$ cat src/design/irft_pkg.sv
`timescale 1ns / 1ps
// ----------------------------------------------------------------------------
// irft_pkg
// Types and constants shared by the IR remote frame transmitter.
// ----------------------------------------------------------------------------
package irft_pkg;

    // Input word: a tick or a send command with three frame nibbles
    typedef struct packed {
        logic       opcode;
        logic [3:0] nibble_a;
        logic [3:0] nibble_b;
        logic [3:0] nibble_c;
    } t_in_word;

    // Result word, one per input word
    typedef struct packed {
        logic ir_level;
        logic busy_res;
        logic accepted;
    } t_out_word;

    // Opcodes
    localparam logic OP_TICK = 1'b0;
    localparam logic OP_SEND = 1'b1;

    // Config register indexes
    localparam int unsigned CFG_IDX_W = 3;
    localparam int unsigned CFG_DATA_W = 24;
    localparam logic [CFG_IDX_W-1:0] CFG_CARRIER_HALF = 3'd0;
    localparam logic [CFG_IDX_W-1:0] CFG_PULSES_MARK  = 3'd1;
    localparam logic [CFG_IDX_W-1:0] CFG_GAP_ONE      = 3'd2;
    localparam logic [CFG_IDX_W-1:0] CFG_GAP_ZERO     = 3'd3;
    localparam logic [CFG_IDX_W-1:0] CFG_GAP_START    = 3'd4;
    localparam logic [CFG_IDX_W-1:0] CFG_RESEND_IVL   = 3'd5;
    localparam logic [CFG_IDX_W-1:0] CFG_RESEND_EN    = 3'd6;

    // Config reset values
    localparam logic [7:0]  RST_CARRIER_HALF = 8'd10;
    localparam logic [3:0]  RST_PULSES_MARK  = 4'd6;
    localparam logic [10:0] RST_GAP_ONE      = 11'd685;
    localparam logic [10:0] RST_GAP_ZERO     = 11'd395;
    localparam logic [10:0] RST_GAP_START    = 11'd1158;
    localparam logic [23:0] RST_RESEND_IVL   = 24'd100000;
    localparam logic        RST_RESEND_EN    = 1'b1;

    localparam int unsigned RESEND_W = 24;

    // Frame layout: start symbol 0, data symbols 1..16, stop symbol 17
    localparam logic [4:0] LAST_SYMBOL = 5'd17;
    localparam logic [4:0] DATA_BITS   = 5'd16;
    localparam logic [3:0] CHECK_SEED  = 4'd15;

    // Transmit phase, one-hot
    typedef enum logic [2:0] {
        PH_IDLE = 3'b001,
        PH_MARK = 3'b010,
        PH_GAP  = 3'b100
    } t_phase;

endpackage

$ cat src/design/ir_remote_frame_transmitter.sv
`timescale 1ns / 1ps
// ----------------------------------------------------------------------------
// ir_remote_frame_transmitter
// Pulse-distance IR remote transmitter: one result word per input word.
// Result is registered: valid in the cycle after the input word is accepted.
// Throughput: 1 word per cycle while results are not stalled; all frame counters update in one pass.
// Reset (i_rst_n low, synchronous): config back to defaults, idle, no frame.
// ----------------------------------------------------------------------------
module ir_remote_frame_transmitter #(
    parameter int unsigned IDLE_TIMER_WIDTH = 24
) (
    input  logic                                  i_clk,
    input  logic                                  i_rst_n,
    // input words
    input  logic                                  i_in_valid,
    output logic                                  o_in_ready,
    input  irft_pkg::t_in_word                    i_in_word,
    // result words
    output logic                                  o_out_valid,
    input  logic                                  i_out_ready,
    output irft_pkg::t_out_word                   o_out_word,
    // config write port
    input  logic                                  i_cfg_we,
    input  logic [irft_pkg::CFG_IDX_W-1:0]        i_cfg_index,
    input  logic [irft_pkg::CFG_DATA_W-1:0]       i_cfg_data
);
    import irft_pkg::*;

    // Compare width for idle timer vs. resend interval
    localparam int unsigned CMP_W =
        (IDLE_TIMER_WIDTH > RESEND_W) ? IDLE_TIMER_WIDTH : RESEND_W;

    // ---------------- config registers ----------------
    logic [7:0]          r_carrier_half;
    logic [3:0]          r_pulses_mark;
    logic [10:0]         r_gap_one;
    logic [10:0]         r_gap_zero;
    logic [10:0]         r_gap_start;
    logic [RESEND_W-1:0] r_resend_ivl;
    logic                r_resend_en;

    always_ff @(posedge i_clk) begin
        if (!i_rst_n) begin
            r_carrier_half <= RST_CARRIER_HALF;
            r_pulses_mark  <= RST_PULSES_MARK;
            r_gap_one      <= RST_GAP_ONE;
            r_gap_zero     <= RST_GAP_ZERO;
            r_gap_start    <= RST_GAP_START;
            r_resend_ivl   <= RST_RESEND_IVL;
            r_resend_en    <= RST_RESEND_EN;
        end else if (i_cfg_we) begin
            case (i_cfg_index)
                CFG_CARRIER_HALF: r_carrier_half <= i_cfg_data[7:0];
                CFG_PULSES_MARK:  r_pulses_mark  <= i_cfg_data[3:0];
                CFG_GAP_ONE:      r_gap_one      <= i_cfg_data[10:0];
                CFG_GAP_ZERO:     r_gap_zero     <= i_cfg_data[10:0];
                CFG_GAP_START:    r_gap_start    <= i_cfg_data[10:0];
                CFG_RESEND_IVL:   r_resend_ivl   <= i_cfg_data[RESEND_W-1:0];
                CFG_RESEND_EN:    r_resend_en    <= i_cfg_data[0];
                default:          ; // unused index: write ignored
            endcase
        end
    end

    // ---------------- frame state ----------------
    logic [15:0]                 r_frame_word, n_frame_word;
    logic                        r_frame_valid, n_frame_valid;
    t_phase                      r_phase, n_phase;
    logic [4:0]                  r_sym, n_sym;
    logic [3:0]                  r_pulse_cnt, n_pulse_cnt;
    logic [10:0]                 r_tick_cnt, n_tick_cnt;
    logic [IDLE_TIMER_WIDTH-1:0] r_idle_timer, n_idle_timer;

    // result register (output skid)
    logic      r_out_valid;
    t_out_word r_out_word;
    t_out_word n_out_word;

    logic in_acc;
    assign o_in_ready = !r_out_valid || i_out_ready;
    assign in_acc     = i_in_valid && o_in_ready;

    // Automatic resend: idle, enabled, a frame exists, timer strictly past interval
    logic resend_start;
    assign resend_start = (r_phase == PH_IDLE) && r_resend_en && r_frame_valid &&
                          (CMP_W'(r_idle_timer) > CMP_W'(r_resend_ivl));

    // State seen by this tick: a resend restarts the frame at symbol 0, mark
    t_phase      cur_phase;
    logic [4:0]  cur_sym;
    logic [3:0]  cur_pulse;
    logic [10:0] cur_tick;
    assign cur_phase = resend_start ? PH_MARK : r_phase;
    assign cur_sym   = resend_start ? 5'd0    : r_sym;
    assign cur_pulse = resend_start ? 4'd0    : r_pulse_cnt;
    assign cur_tick  = resend_start ? 11'd0   : r_tick_cnt;

    // Zero half-period or zero pulse count act as 1
    logic [7:0] half_eff;
    logic [3:0] pulses_eff;
    assign half_eff   = (r_carrier_half == 8'd0) ? 8'd1 : r_carrier_half;
    assign pulses_eff = (r_pulses_mark == 4'd0)  ? 4'd1 : r_pulses_mark;

    // Gap length of the current symbol; data bits go MSB first
    logic        sym_is_data;
    logic [3:0]  bit_idx;
    logic [10:0] gap_len;
    assign sym_is_data = (cur_sym != 5'd0) && (cur_sym < LAST_SYMBOL);
    assign bit_idx     = 4'(DATA_BITS - cur_sym);
    assign gap_len     = !sym_is_data            ? r_gap_start :
                         r_frame_word[bit_idx]   ? r_gap_one   : r_gap_zero;

    // One tick of the frame sequencer
    logic        tk_level;
    t_phase      tk_phase;
    logic [4:0]  tk_sym;
    logic [3:0]  tk_pulse;
    logic [10:0] tk_tick;
    logic        tk_done;
    logic [11:0] tick_inc;
    logic [4:0]  pulse_inc;
    logic        sym_end;

    assign tick_inc  = {1'b0, cur_tick} + 12'd1;
    assign pulse_inc = {1'b0, cur_pulse} + 5'd1;

    always_comb begin
        tk_level = 1'b0;
        tk_phase = cur_phase;
        tk_sym   = cur_sym;
        tk_pulse = cur_pulse;
        tk_tick  = tick_inc[10:0];
        tk_done  = 1'b0;
        sym_end  = 1'b0;
        case (cur_phase)
            PH_MARK: begin
                tk_level = (cur_tick < {3'd0, half_eff});
                if (tick_inc >= {3'd0, half_eff, 1'b0}) begin
                    tk_tick  = 11'd0;
                    tk_pulse = pulse_inc[3:0];
                    if (pulse_inc >= {1'b0, pulses_eff}) begin
                        tk_pulse = 4'd0;
                        tk_phase = PH_GAP;
                        sym_end  = (gap_len == 11'd0);
                    end
                end
            end
            PH_GAP: begin
                sym_end = (tick_inc >= {1'b0, gap_len});
            end
            default: ;
        endcase
        // symbol finished: next symbol, or frame over after the stop symbol
        if (sym_end) begin
            tk_tick  = 11'd0;
            tk_pulse = 4'd0;
            if (cur_sym >= LAST_SYMBOL) begin
                tk_sym   = 5'd0;
                tk_phase = PH_IDLE;
                tk_done  = 1'b1;
            end else begin
                tk_sym   = cur_sym + 5'd1;
                tk_phase = PH_MARK;
            end
        end
    end

    // Check nibble for a new frame
    logic [3:0] check_nib;
    assign check_nib = CHECK_SEED ^ i_in_word.nibble_a ^ i_in_word.nibble_b ^
                       i_in_word.nibble_c;

    // Next state and result for the accepted word
    always_comb begin
        n_frame_word  = r_frame_word;
        n_frame_valid = r_frame_valid;
        n_phase       = r_phase;
        n_sym         = r_sym;
        n_pulse_cnt   = r_pulse_cnt;
        n_tick_cnt    = r_tick_cnt;
        n_idle_timer  = r_idle_timer;
        n_out_word    = '0;
        if (in_acc) begin
            if (i_in_word.opcode == OP_SEND) begin
                n_out_word.busy_res = 1'b1;
                // send while busy is dropped
                if (r_phase == PH_IDLE) begin
                    n_frame_word  = {i_in_word.nibble_a, i_in_word.nibble_b,
                                     i_in_word.nibble_c, check_nib};
                    n_frame_valid = 1'b1;
                    n_phase       = PH_MARK;
                    n_sym         = 5'd0;
                    n_pulse_cnt   = 4'd0;
                    n_tick_cnt    = 11'd0;
                    n_out_word.accepted = 1'b1;
                end
            end else if (cur_phase != PH_IDLE) begin
                n_out_word.busy_res = 1'b1;
                n_out_word.ir_level = tk_level;
                n_phase     = tk_phase;
                n_sym       = tk_sym;
                n_pulse_cnt = tk_pulse;
                n_tick_cnt  = tk_tick;
                if (tk_done) begin
                    n_idle_timer = '0;
                end
            end else if (r_idle_timer != '1) begin
                // idle: count up, saturating
                n_idle_timer = r_idle_timer + IDLE_TIMER_WIDTH'(1);
            end
        end
    end

    always_ff @(posedge i_clk) begin
        if (!i_rst_n) begin
            r_frame_word  <= '0;
            r_frame_valid <= 1'b0;
            r_phase       <= PH_IDLE;
            r_sym         <= '0;
            r_pulse_cnt   <= '0;
            r_tick_cnt    <= '0;
            r_idle_timer  <= '0;
            r_out_valid   <= 1'b0;
        end else begin
            r_frame_word  <= n_frame_word;
            r_frame_valid <= n_frame_valid;
            r_phase       <= n_phase;
            r_sym         <= n_sym;
            r_pulse_cnt   <= n_pulse_cnt;
            r_tick_cnt    <= n_tick_cnt;
            r_idle_timer  <= n_idle_timer;
            if (in_acc) begin
                r_out_valid <= 1'b1;
            end else if (i_out_ready) begin
                r_out_valid <= 1'b0;
            end
        end
    end

    // result payload: loaded on accept, held while stalled
    always_ff @(posedge i_clk) begin
        if (in_acc) begin
            r_out_word <= n_out_word;
        end
    end

    assign o_out_valid = r_out_valid;
    assign o_out_word  = r_out_word;

`ifndef SYNTH
    // a taken send always reports the frame in progress
    a_accepted_busy: assert property (@(posedge i_clk) disable iff (!i_rst_n)
        (o_out_valid && o_out_word.accepted) |-> o_out_word.busy_res)
        else $error("accepted result without busy");

    // emitter only lights inside a frame
    a_level_busy: assert property (@(posedge i_clk) disable iff (!i_rst_n)
        (o_out_valid && o_out_word.ir_level) |-> o_out_word.busy_res)
        else $error("ir_level high outside a frame");

    // idle sequencer rests at symbol 0 with cleared counters
    a_idle_clean: assert property (@(posedge i_clk) disable iff (!i_rst_n)
        (r_phase == PH_IDLE) |-> (r_sym == 5'd0 && r_pulse_cnt == 4'd0 &&
                                  r_tick_cnt == 11'd0))
        else $error("idle with live symbol state");

    // a send taken while idle starts a frame
    a_send_starts: assert property (@(posedge i_clk) disable iff (!i_rst_n)
        (in_acc && i_in_word.opcode == OP_SEND && r_phase == PH_IDLE)
            |=> (r_phase == PH_MARK && r_frame_valid))
        else $error("send did not start a frame");

    // symbol index never passes the stop symbol
    a_sym_range: assert property (@(posedge i_clk) disable iff (!i_rst_n)
        r_sym <= LAST_SYMBOL)
        else $error("symbol index out of range");
`endif

endmodule
$ cat config.mk
export PLATFORM = sky130hd
export DESIGN_NAME = ir_remote_frame_transmitter
export DESIGN_NICKNAME = d
export VERILOG_FILES = /design/src/design/irft_pkg.sv /design/src/design/ir_remote_frame_transmitter.sv
export SDC_FILE = /design/constraint.sdc
export NUM_CORES = 1
export LEC_CHECK = 0
export BUFFER_PORTS_ARGS = -buffer_cell sky130_fd_sc_hd__buf_2
export CAP_MARGIN = 5
export CORE_UTILIZATION = 50
export CTS_CLUSTER_SIZE = 25
export DETAILED_ROUTE_END_ITERATION = 10
export PLACE_DENSITY = 0.72
export SETUP_SLACK_MARGIN = 0.3
export SYNTH_ARGS = -nofsm -noshare
export SYNTH_HDL_FRONTEND = slang
export SYNTH_SLANG_ARGS = --single-unit
$ cat constraint.sdc
create_clock -name i_clk -period 6.4 [get_ports i_clk]
set_clock_uncertainty 0.2 [all_clocks]
set_input_delay 0.64 -clock i_clk [delete_from_list [all_inputs] [get_ports i_clk]]
set_output_delay 0.64 -clock i_clk [all_outputs]
set_load 0.01 [all_outputs]
==> results.py, run 1 <==
metrics = {
    "logic_synthesis": {
        "netlist_area_um2": 7999,
        "seq_area_frac_synth": 0.3491,
        "synth_top_area_frac": 0.3379,
        "synth.top_cells.by_count": "nand2_1, dfxtp_1, ha_1",
        "ys_types": 73,
        "synth_area_leaders": "dfxtp_1, nand2_1, ha_1",
        "synth_largest_area_cell": "dfxtp_1",
        "synth_flop_cell": "dfxtp_1",
        "avgSynthCellArea_um2": 7.983,
        "yosysWarnings": 0,
        "async_reset_ff_frac": 0,
        "synth_fp_nets": 1107,
        "postSynthCellCount": 1002,
        "synth_most_common_cell": "nand2_1",
        "synth_edf_count": 3,
        "ys_ff_latch": 138,
    },
    "clocking": {
        "numClockSinks": 138,
        "clk_latency_ns": 0.43,
        "h-tree-depth": 4,
        "clockBufferDepth": 2,
        "cts_tree": "yes",
        "cts_buffers": 17,
        "clkTransAtPathRegs_ns": 0.06,
        "ctsHoldBuffers": 0,
        "cts_root_buf": "clkbuf_16",
    },
    "min_path": {
        "min_path_type": "primary input to register",
    },
    "timing": {
        "post-route-period-util": 0.9449,
        "worstMarginPinSlew_ns": 1.063,
        "setup_violations": 0,
        "hold_viol": 0,
        "fmax_ghz": 0.1654,
        "hold_ws_ns": 0.2568,
        "rsz0062_at_grt": "true",
        "period_minus_slack_ns": 6.048,
        "slew_viol_final": 0,
        "setup_ws_ns": 0.3524,
        "tns_ns": 0,
        "max-slew-margin-rel": 0.2901,
    },
    "global_route": {
        "grt_pass1_vias": 6697,
        "grt_pass1_wl_um": 33510,
        "grt_overflow": 0,
        "grtUsageTotal": 0.2574,
        "antenna_found_initial": 0,
        "grt_max_degree": 103,
    },
    "flow_run": {
        "maxCapViolCount": 0,
    },
    "layout": {
        "area_growth_pct": 17.18,
        "antenna_cells": 0,
        "nNetsFinal": 1148,
        "drive_above_1_share": 0.1600,
        "final_area_um2": 9373,
        "fin_cells": 1267,
        "fillers": 1390,
        "final_core_util": 0.6075,
    },
    "power_and_ir_drop": {
        "p_leak_nw": 3.835,
        "vdd_drop_max_v": 0.0001885,
        "power_density_nw_per_um2": 224.4,
        "power.total_mw": 2.103,
    },
    "critical_path": {
        "cpMostUsedCell": "ha_4",
        "required_ns": 6.57,
        "crit_slowest_cell": "or4b_1",
        "critPathArrivalTime_ns": 6.22,
        "critPathKind": "register to register",
        "cp_top_family": "simple AND/OR/NAND/NOR gates",
        "critical_path.max_stage_delay_ns": 0.56,
        "critPathBufInv": 3,
        "critPathCaptureType": "register",
        "startpoint_type": "register",
        "worst-path-max-fanout": 6,
    },
    "floorplanning": {
        "dieArea_um2": 16510,
        "rows": 45,
        "coreArea_um2": 15430,
        "num_io_pins": 50,
        "initial_utilization": 0.5185,
        "die_x_um": 128.5,
        "die_h_um": 128.5,
    },
    "route": {
        "wl_um": 20330,
        "first_pass_iters": 5,
        "drtAntennaViolNets": 0,
        "drcViolationCount": 0,
        "num_vias": 7146,
        "via_per_inst": 5.640,
        "drt_iter0_markers": 540,
        "routedWlPerCell_um": 16.04,
    },
    "status": {
        "outcome": "finished, final reports clean",
    },
    "place": {
        "port_buffers": 49,
        "place_ws_ns": 0.05032,
        "dp.cells": 1222,
        "dp_hpwl_um": 14070,
        "gp_congestion": 0.8752,
        "place_area_um2": 8472,
    },
}
## logic make-up after synthesis
| logic type | Yosys count | synth area share |
|---|---|---|
| buffers and inverters | 109 | 0.05397 |
| AO/OA/AOI/OAI | 202 | 0.1829 |
| flip-flops | 138 | 0.3491 |
| adder cells (fa/ha/maj) | 60 | 0.09385 |
| AND/OR/NAND/NOR | 441 | 0.2567 |
| XOR/XNOR | 34 | 0.03723 |
| multiplexers | 18 | 0.02628 |
## layout make-up
class / instances / area (µm²) / share of cell area
Multi-Input combinational cell: 755 / 5025 / 0.5361
Sequential cell: 138 / 2800 / 0.2988
Timing Repair Buffer: 73 / 459.2 / 0.04899
Clock buffer: 19 / 442.9 / 0.04726
Tap cell: 211 / 264.0 / 0.02817
Inverter: 58 / 217.7 / 0.02323
Clock inverter: 13 / 163.9 / 0.01749
## layer usage
metal,global-route usage,wire length (µm)
met2,0.4251,9495
met5,0,0
met4,0.1003,486
met1,0.3281,9402
met3,0.05489,940
## path summary, 6_finish.rpt
path	start	to	slack (ns)	cells past startpoint
worst max-delay path	r_resend_ivl[11]$_SDFFE_PN0P_	r_sym[2]$_SDFFE_PN0P_	0.35	27
worst min-delay path	i_cfg_data[18]	r_resend_ivl[18]$_SDFFE_PN0P_	0.26	3
worst max register to register	r_resend_ivl[11]$_SDFFE_PN0P_	r_sym[2]$_SDFFE_PN0P_	0.35	27
worst min register to register	r_resend_ivl[14]$_SDFFE_PN0P_	r_resend_ivl[14]$_SDFFE_PN0P_	0.27	2
## worst register-to-register path, stage by stage (launching register included)
cell	delay, ns
dfxtp_1	0.32
inv_1	0.07
ha_4	0.28
nand4_1	0.16
nor4_4	0.38
o21ai_2	0.13
a31oi_4	0.27
nand2b_4	0.20
ha_4	0.22
mux4_2	0.29
and3_4	0.16
a211o_1	0.21
a21o_1	0.24
nand2_4	0.13
mux2_4	0.32
mux2i_4	0.20
ha_4	0.17
a21o_1	0.10
a21oi_1	0.06
o31ai_1	0.10
a31oi_1	0.06
or4b_1	0.56
a21oi_2	0.16
a41oi_2	0.09
buf_6	0.19
buf_4	0.13
or4_1	0.50
nand3_1	0.09
## power by group
part           internal (mW)  switching, mW
combinational         0.0689          0.108
sequential             0.886         0.0155
clock                  0.626          0.398
## registers in the layout, summed over array words and instances (netlist names)
signal / cells
o_out_word: 3
o_out_valid: 1
r_frame_word: 16
r_resend_ivl: 24
r_phase: 3
r_carrier_half: 8
r_resend_en: 1
r_tick_cnt: 11
r_sym: 5
r_idle_timer: 24
r_frame_valid: 1
r_pulses_mark: 4
r_gap_one: 11
r_pulse_cnt: 4
r_gap_start: 11
r_gap_zero: 11
## cell usage in the layout (no fill, tap or decap), drive strengths merged, types with 5 or more instances in the layout
| master | count |
|---|---|
| nand4 | 17 |
| a21oi | 40 |
| a22o | 6 |
| clkinv | 5 |
| nand3 | 55 |
| mux2i | 12 |
| dfxtp | 135 |
| ha | 60 |
| xor2 | 16 |
| nand2 | 218 |
| buf | 73 |
| nor2b | 16 |
| inv | 62 |
| nor2 | 55 |
| and3 | 10 |
| a31oi | 9 |
| nand2b | 16 |
| xnor2 | 18 |
| a21o | 10 |
| or4 | 6 |
| clkbuf | 19 |
| o211a | 5 |
| and2 | 6 |
| o211ai | 13 |
| o31ai | 7 |
| nor3 | 18 |
| o21ai | 23 |
| a21boi | 56 |
## what timing repair did
item	CTS	global route
buffers inserted	6	6
cloned	1	0
pin swaps	4	34
gates resized for setup	5	30
endpoints found under the setup margin	26	46
hold endpoints to repair	0	0
Note: power is estimated with default switching activity, not from simulation.
==> run 2, diff against run 1 <==
RECOVER_POWER = 100   (was default)
==> results.py, run 2 (same netlist as run 1, synthesis figures left out) <==
metrics = {
    "global_route": {
        "grtUsageTotal": 0.2574,
        "grt_max_degree": 103,
        "grt_pass1_vias": 6697,
        "grt_pass1_wl_um": 33510,
        "antenna_found_initial": 0,
        "grt_overflow": 0,
    },
    "timing": {
        "tns_ns": 0,
        "slew_viol_final": 12,
        "hold_ws_ns": 0.2581,
        "fmax_ghz": 0.1636,
        "period_minus_slack_ns": 6.113,
        "worstMarginPinSlew_ns": 1.549,
        "rsz0062_at_grt": "true",
        "setup_violations": 0,
        "post-route-period-util": 0.9552,
        "max-slew-margin-rel": -0.04042,
        "hold_viol": 0,
    },
    "layout": {
        "top_regs": "r_idle_timer x24, r_resend_ivl x24, r_frame_word x16",
        "antenna_cells": 0,
        "area_growth_pct": 16.64,
        "nNetsFinal": 1148,
        "final_common_cell": "nand2_1",
        "fillers": 1404,
        "drive_above_1_share": 0.1449,
        "layout_common_cells": "nand2_1, dfxtp_1, inv_1, a21boi_0, nor2_1",
    },
    "route": {
        "route.met2.wl_um": 9556,
        "drt_iter0_markers": 525,
        "routedWlPerCell_um": 16.06,
        "drtAntennaViolNets": 0,
        "dr_wl_met3_um": 947,
        "drt-met1-wl_um": 9360,
        "num_vias": 7172,
        "drcViolationCount": 0,
        "first_pass_iters": 5,
        "wl_um": 20350,
        "via_per_inst": 5.661,
        "top_layer": "met4",
    },
    "clocking": {
        "cts_tree": "yes",
        "cts_root_buf": "clkbuf_16",
        "clkTransAtPathRegs_ns": 0.06,
        "ctsHoldBuffers": 0,
        "cts_buffers": 17,
        "clockBufferDepth": 2,
        "clk_latency_ns": 0.43,
        "h-tree-depth": 4,
        "numClockSinks": 138,
    },
    "critical_path": {
        "critPathCaptureType": "register",
        "worst-path-max-fanout": 6,
        "timing.rr.end": "r_sym[2]$_SDFFE_PN0P_",
        "cpMostUsedCell": "ha_4",
        "critical_path.max_stage_delay_ns": 0.56,
        "required_ns": 6.57,
        "r2r_cells": 27,
        "r2r_start": "r_resend_ivl[19]$_SDFFE_PN0P_",
        "critPathKind": "register to register",
        "critPathArrivalTime_ns": 6.28,
        "crit_slowest_cell": "or4b_1",
        "startpoint_type": "register",
        "reg2reg_slack_ns": 0.29,
    },
    "min_path": {
        "min_path_type": "primary input to register",
        "hp-start": "i_cfg_data[22]",
        "holdPathEnd": "r_resend_ivl[22]$_SDFFE_PN0P_",
        "min_path_cells": 3,
    },
    "flow_run": {
        "maxCapViolCount": 1,
    },
    "place": {
        "port_buffers": 49,
        "dp_hpwl_um": 14070,
        "gp_congestion": 0.8752,
    },
    "floorplanning": {
        "coreArea_um2": 15430,
        "die_x_um": 128.5,
        "num_io_pins": 50,
        "dieArea_um2": 16510,
        "rows": 45,
        "initial_utilization": 0.5185,
        "die_h_um": 128.5,
    },
    "status": {
        "outcome": "finished with violations",
        "violations": "max-capacitance violations, max-slew violations",
    },
    "power_and_ir_drop": {
        "vdd_drop_max_v": 0.0001884,
        "power_density_nw_per_um2": 225.0,
        "p_leak_nw": 3.800,
    },
}
-- run 2: what timing repair did --
action | CTS | global route
pin swaps | 4 | 34
resized for setup | 5 | 30
setup buffers | 6 | 6
setup endpoints to repair | 26 | 46
cloned | 1 | 0
-- run 2: final cells by class --
type                       count  area (µm²)  share of cell area
timing repair buffer          73       441.7             0.04734
clock inverter                13       163.9             0.01757
multi-input combinational    755        5000              0.5359
sequential                   138        2800              0.3001
clock buffer                  19       442.9             0.04747
tap                          211       264.0             0.02830
inverter                      58       217.7             0.02333
-- run 2: report_power, final --
part | internal [mW] | leakage [nW] | switching (mW) | total, mW
clock | 0.626 | 0.299 | 0.396 | 1.02
sequential | 0.886 | 1.13 | 0.0155 | 0.902
combinational | 0.0669 | 2.37 | 0.108 | 0.175
-- run 2: per-stage QoR --
step	setup slack, ns	total power, mW	instance area (µm²)	std cells	utilization
after floorplan	0.3003	1.029	8132	1002	-
after global placement	0.2794	1.085	8472	1222	0.5491
after detailed placement	0.05032	1.087	8472	1222	0.5491
after CTS	0.3121	2.102	9170	1261	0.5944
after global routing	0.08267	2.173	9330	1267	0.6048
final	0.2869	2.099	9330	1267	0.6048
-- run 2: how the worst max path moves through the flow --
stage                     cells after the start                          start                      endpoint  slack [ns]
after global routing                         29  r_resend_ivl[19]$_SDFFE_PN0P_    r_tick_cnt[3]$_SDFFE_PN0P_        0.08
final                                        27  r_resend_ivl[19]$_SDFFE_PN0P_         r_sym[2]$_SDFFE_PN0P_        0.29
after global placement                       29  r_resend_ivl[11]$_SDFFE_PN0P_    r_tick_cnt[3]$_SDFFE_PN0P_        0.28
after floorplan                              34  r_resend_ivl[18]$_SDFFE_PN0P_  r_idle_timer[2]$_SDFFE_PN0P_        0.30
after CTS                                    29  r_resend_ivl[23]$_SDFFE_PN0P_    r_tick_cnt[3]$_SDFFE_PN0P_        0.31
after detailed placement                     29  r_resend_ivl[18]$_SDFFE_PN0P_    r_tick_cnt[7]$_SDFFE_PN0P_        0.05
-- run 2: critical path: cells and delay by family (launching register included) --
family	cells	cell delay, ns
adder cells (fa/ha/maj)	3	0.69
buffers and inverters	3	0.38
AND/OR/NAND/NOR	8	2.24
multiplexers	3	0.79
AO/OA/AOI/OAI	10	1.44
flip-flops	1	0.32
-- run 2: per-layer routing --
layer	vias up	track usage
li1	3558	-
met1	3405	0.3281
met2	171	0.4251
met3	38	0.05489
met4	0	0.1003
met5	-	0
==> run 3, diff against run 2 <==
CTS_BUF_LIST = sky130_fd_sc_hd__clkbuf_16   (was default)
==> results.py, run 3 (same netlist as run 1, synthesis figures left out) <==
metrics = {
    "timing": {
        "tns_ns": 0,
        "setup_ws_ns": 0.2734,
        "slew_viol_final": 12,
        "period_minus_slack_ns": 6.127,
        "rsz0062_at_grt": "true",
        "hold_ws_ns": 0.2587,
        "hold_viol": 0,
        "fmax_ghz": 0.1632,
        "post-route-period-util": 0.9573,
        "setup_violations": 0,
        "worstMarginPinSlew_ns": 1.549,
        "max-slew-margin-rel": -0.04083,
    },
    "critical_path": {
        "crit_path_end": "r_sym[2]$_SDFFE_PN0P_",
        "crit_path_start": "r_resend_ivl[19]$_SDFFE_PN0P_",
        "reg2reg_slack_ns": 0.27,
        "timing.rr.end": "r_sym[2]$_SDFFE_PN0P_",
        "r2r_start": "r_resend_ivl[19]$_SDFFE_PN0P_",
        "worst-path-max-fanout": 6,
        "startpoint_type": "register",
        "r2r_cells": 27,
        "required_ns": 6.57,
        "critPathCaptureType": "register",
        "critPathKind": "register to register",
        "critPathArrivalTime_ns": 6.30,
    },
    "floorplanning": {
        "rows": 45,
        "die_x_um": 128.5,
        "dieArea_um2": 16510,
        "die_h_um": 128.5,
        "coreArea_um2": 15430,
        "num_io_pins": 50,
        "initial_utilization": 0.5185,
    },
    "layout": {
        "layout_common_cells": "nand2_1, dfxtp_1, inv_1",
        "multi_input_area_um2": 4990,
        "antenna_cells": 0,
        "fin_cells": 1267,
        "top_regs": "r_idle_timer x24, r_resend_ivl x24, r_frame_word x16",
        "final_area_um2": 9310,
        "drive_above_1_share": 0.1420,
        "nNetsFinal": 1148,
        "final_core_util": 0.6035,
        "fillers": 1402,
        "ff_latch_area_um2": 2800,
        "final_common_cell": "nand2_1",
        "area_growth_pct": 16.39,
    },
    "power_and_ir_drop": {
        "power.total_mw": 2.086,
        "power_density_nw_per_um2": 224.1,
        "p_leak_nw": 3.796,
        "vdd_drop_max_v": 0.0001877,
    },
    "clocking": {
        "cts_buffers": 17,
        "cts_tree": "yes",
        "clockBufferDepth": 2,
        "numClockSinks": 138,
        "h-tree-depth": 4,
        "clk_latency_ns": 0.42,
        "clkTransAtPathRegs_ns": 0.06,
        "ctsHoldBuffers": 0,
        "cts_root_buf": "clkbuf_16",
    },
    "place": {
        "place_ws_ns": 0.05032,
        "place_area_um2": 8472,
        "port_buffers": 49,
        "dp.cells": 1222,
        "gp_congestion": 0.8752,
        "dp_hpwl_um": 14070,
    },
    "flow_run": {
        "maxCapViolCount": 1,
    },
    "global_route": {
        "grt_pass1_vias": 6680,
        "grt_max_degree": 103,
        "grt_pass1_wl_um": 33440,
        "grtUsageTotal": 0.2572,
        "antenna_found_initial": 0,
        "grt_overflow": 0,
    },
    "status": {
        "outcome": "finished with violations",
        "violations": "max-capacitance violations, max-slew violations",
    },
    "route": {
        "drt_iter0_markers": 513,
        "wl_um": 20390,
        "first_pass_iters": 5,
        "num_vias": 7110,
        "drtAntennaViolNets": 0,
        "via_per_inst": 5.612,
        "drcViolationCount": 0,
        "routedWlPerCell_um": 16.09,
    },
    "min_path": {
        "min_path_type": "primary input to register",
        "hp-start": "i_cfg_data[18]",
    },
}
## run 3: power breakdown
part           internal (mW)  switching (mW)
Sequential             0.886          0.0154
Clock                  0.613           0.398
Combinational         0.0668           0.108
Total                   1.57           0.521
## run 3: cell type report
cell class / instances / area share
clock inverters: 15 / 0.01841
flip-flops and latches: 138 / 0.3008
well taps: 211 / 0.02836
repair buffers: 73 / 0.04744
inverters: 58 / 0.02338
multi-input cells: 755 / 0.5359
clock buffers: 17 / 0.04569
## run 3: critical path, stage by stage, from the launching register on
cell and delay [ns]:
dfxtp_2 0.32, inv_1 0.06, ha_4 0.27, nand4_1 0.20, nor4_4 0.38, o21ai_2 0.13
a31oi_4 0.26, nand2b_1 0.23, ha_4 0.25, mux4_2 0.27, and3_1 0.16, a211o_1 0.22
a21o_1 0.24, nand2_4 0.13, mux2_4 0.32, mux2i_4 0.20, ha_4 0.17, a21o_1 0.10
a21oi_1 0.06, o31ai_1 0.11, a31oi_1 0.06, or4b_1 0.56, a21oi_2 0.16, a41oi_2 0.09
buf_6 0.19, clkbuf_4 0.13, or4_1 0.50, nand3_1 0.09
## run 3: worst min-delay path by stage
stage,to,slack [ns],depth (start not counted)
after global routing,r_resend_ivl[17]$_SDFFE_PN0P_,0.26,3
after CTS,r_resend_ivl[18]$_SDFFE_PN0P_,0.25,3
final,r_resend_ivl[18]$_SDFFE_PN0P_,0.26,3
after floorplan,r_gap_zero[8]$_SDFFE_PN1P_,0.24,2
after detailed placement,r_gap_zero[8]$_SDFFE_PN1P_,0.26,2
after global placement,r_frame_valid$_SDFFE_PN0P_,0.25,1
## run 3: layer usage
layer / track usage / vias to the layer above / part of all wire
li1: - / 3558 / -
met1: 0.3294 / 3350 / 0.47
met2: 0.4254 / 168 / 0.47
met3: 0.05364 / 34 / 0.042
met4: 0.09689 / 0 / 0.022
met5: 0 / - / 0
## run 3: timing repair
action,in CTS,in global routing
resized for setup,5,28
pin swaps,4,33
setup buffers,6,6
gates cloned,1,0
endpoints found under the setup margin,26,46
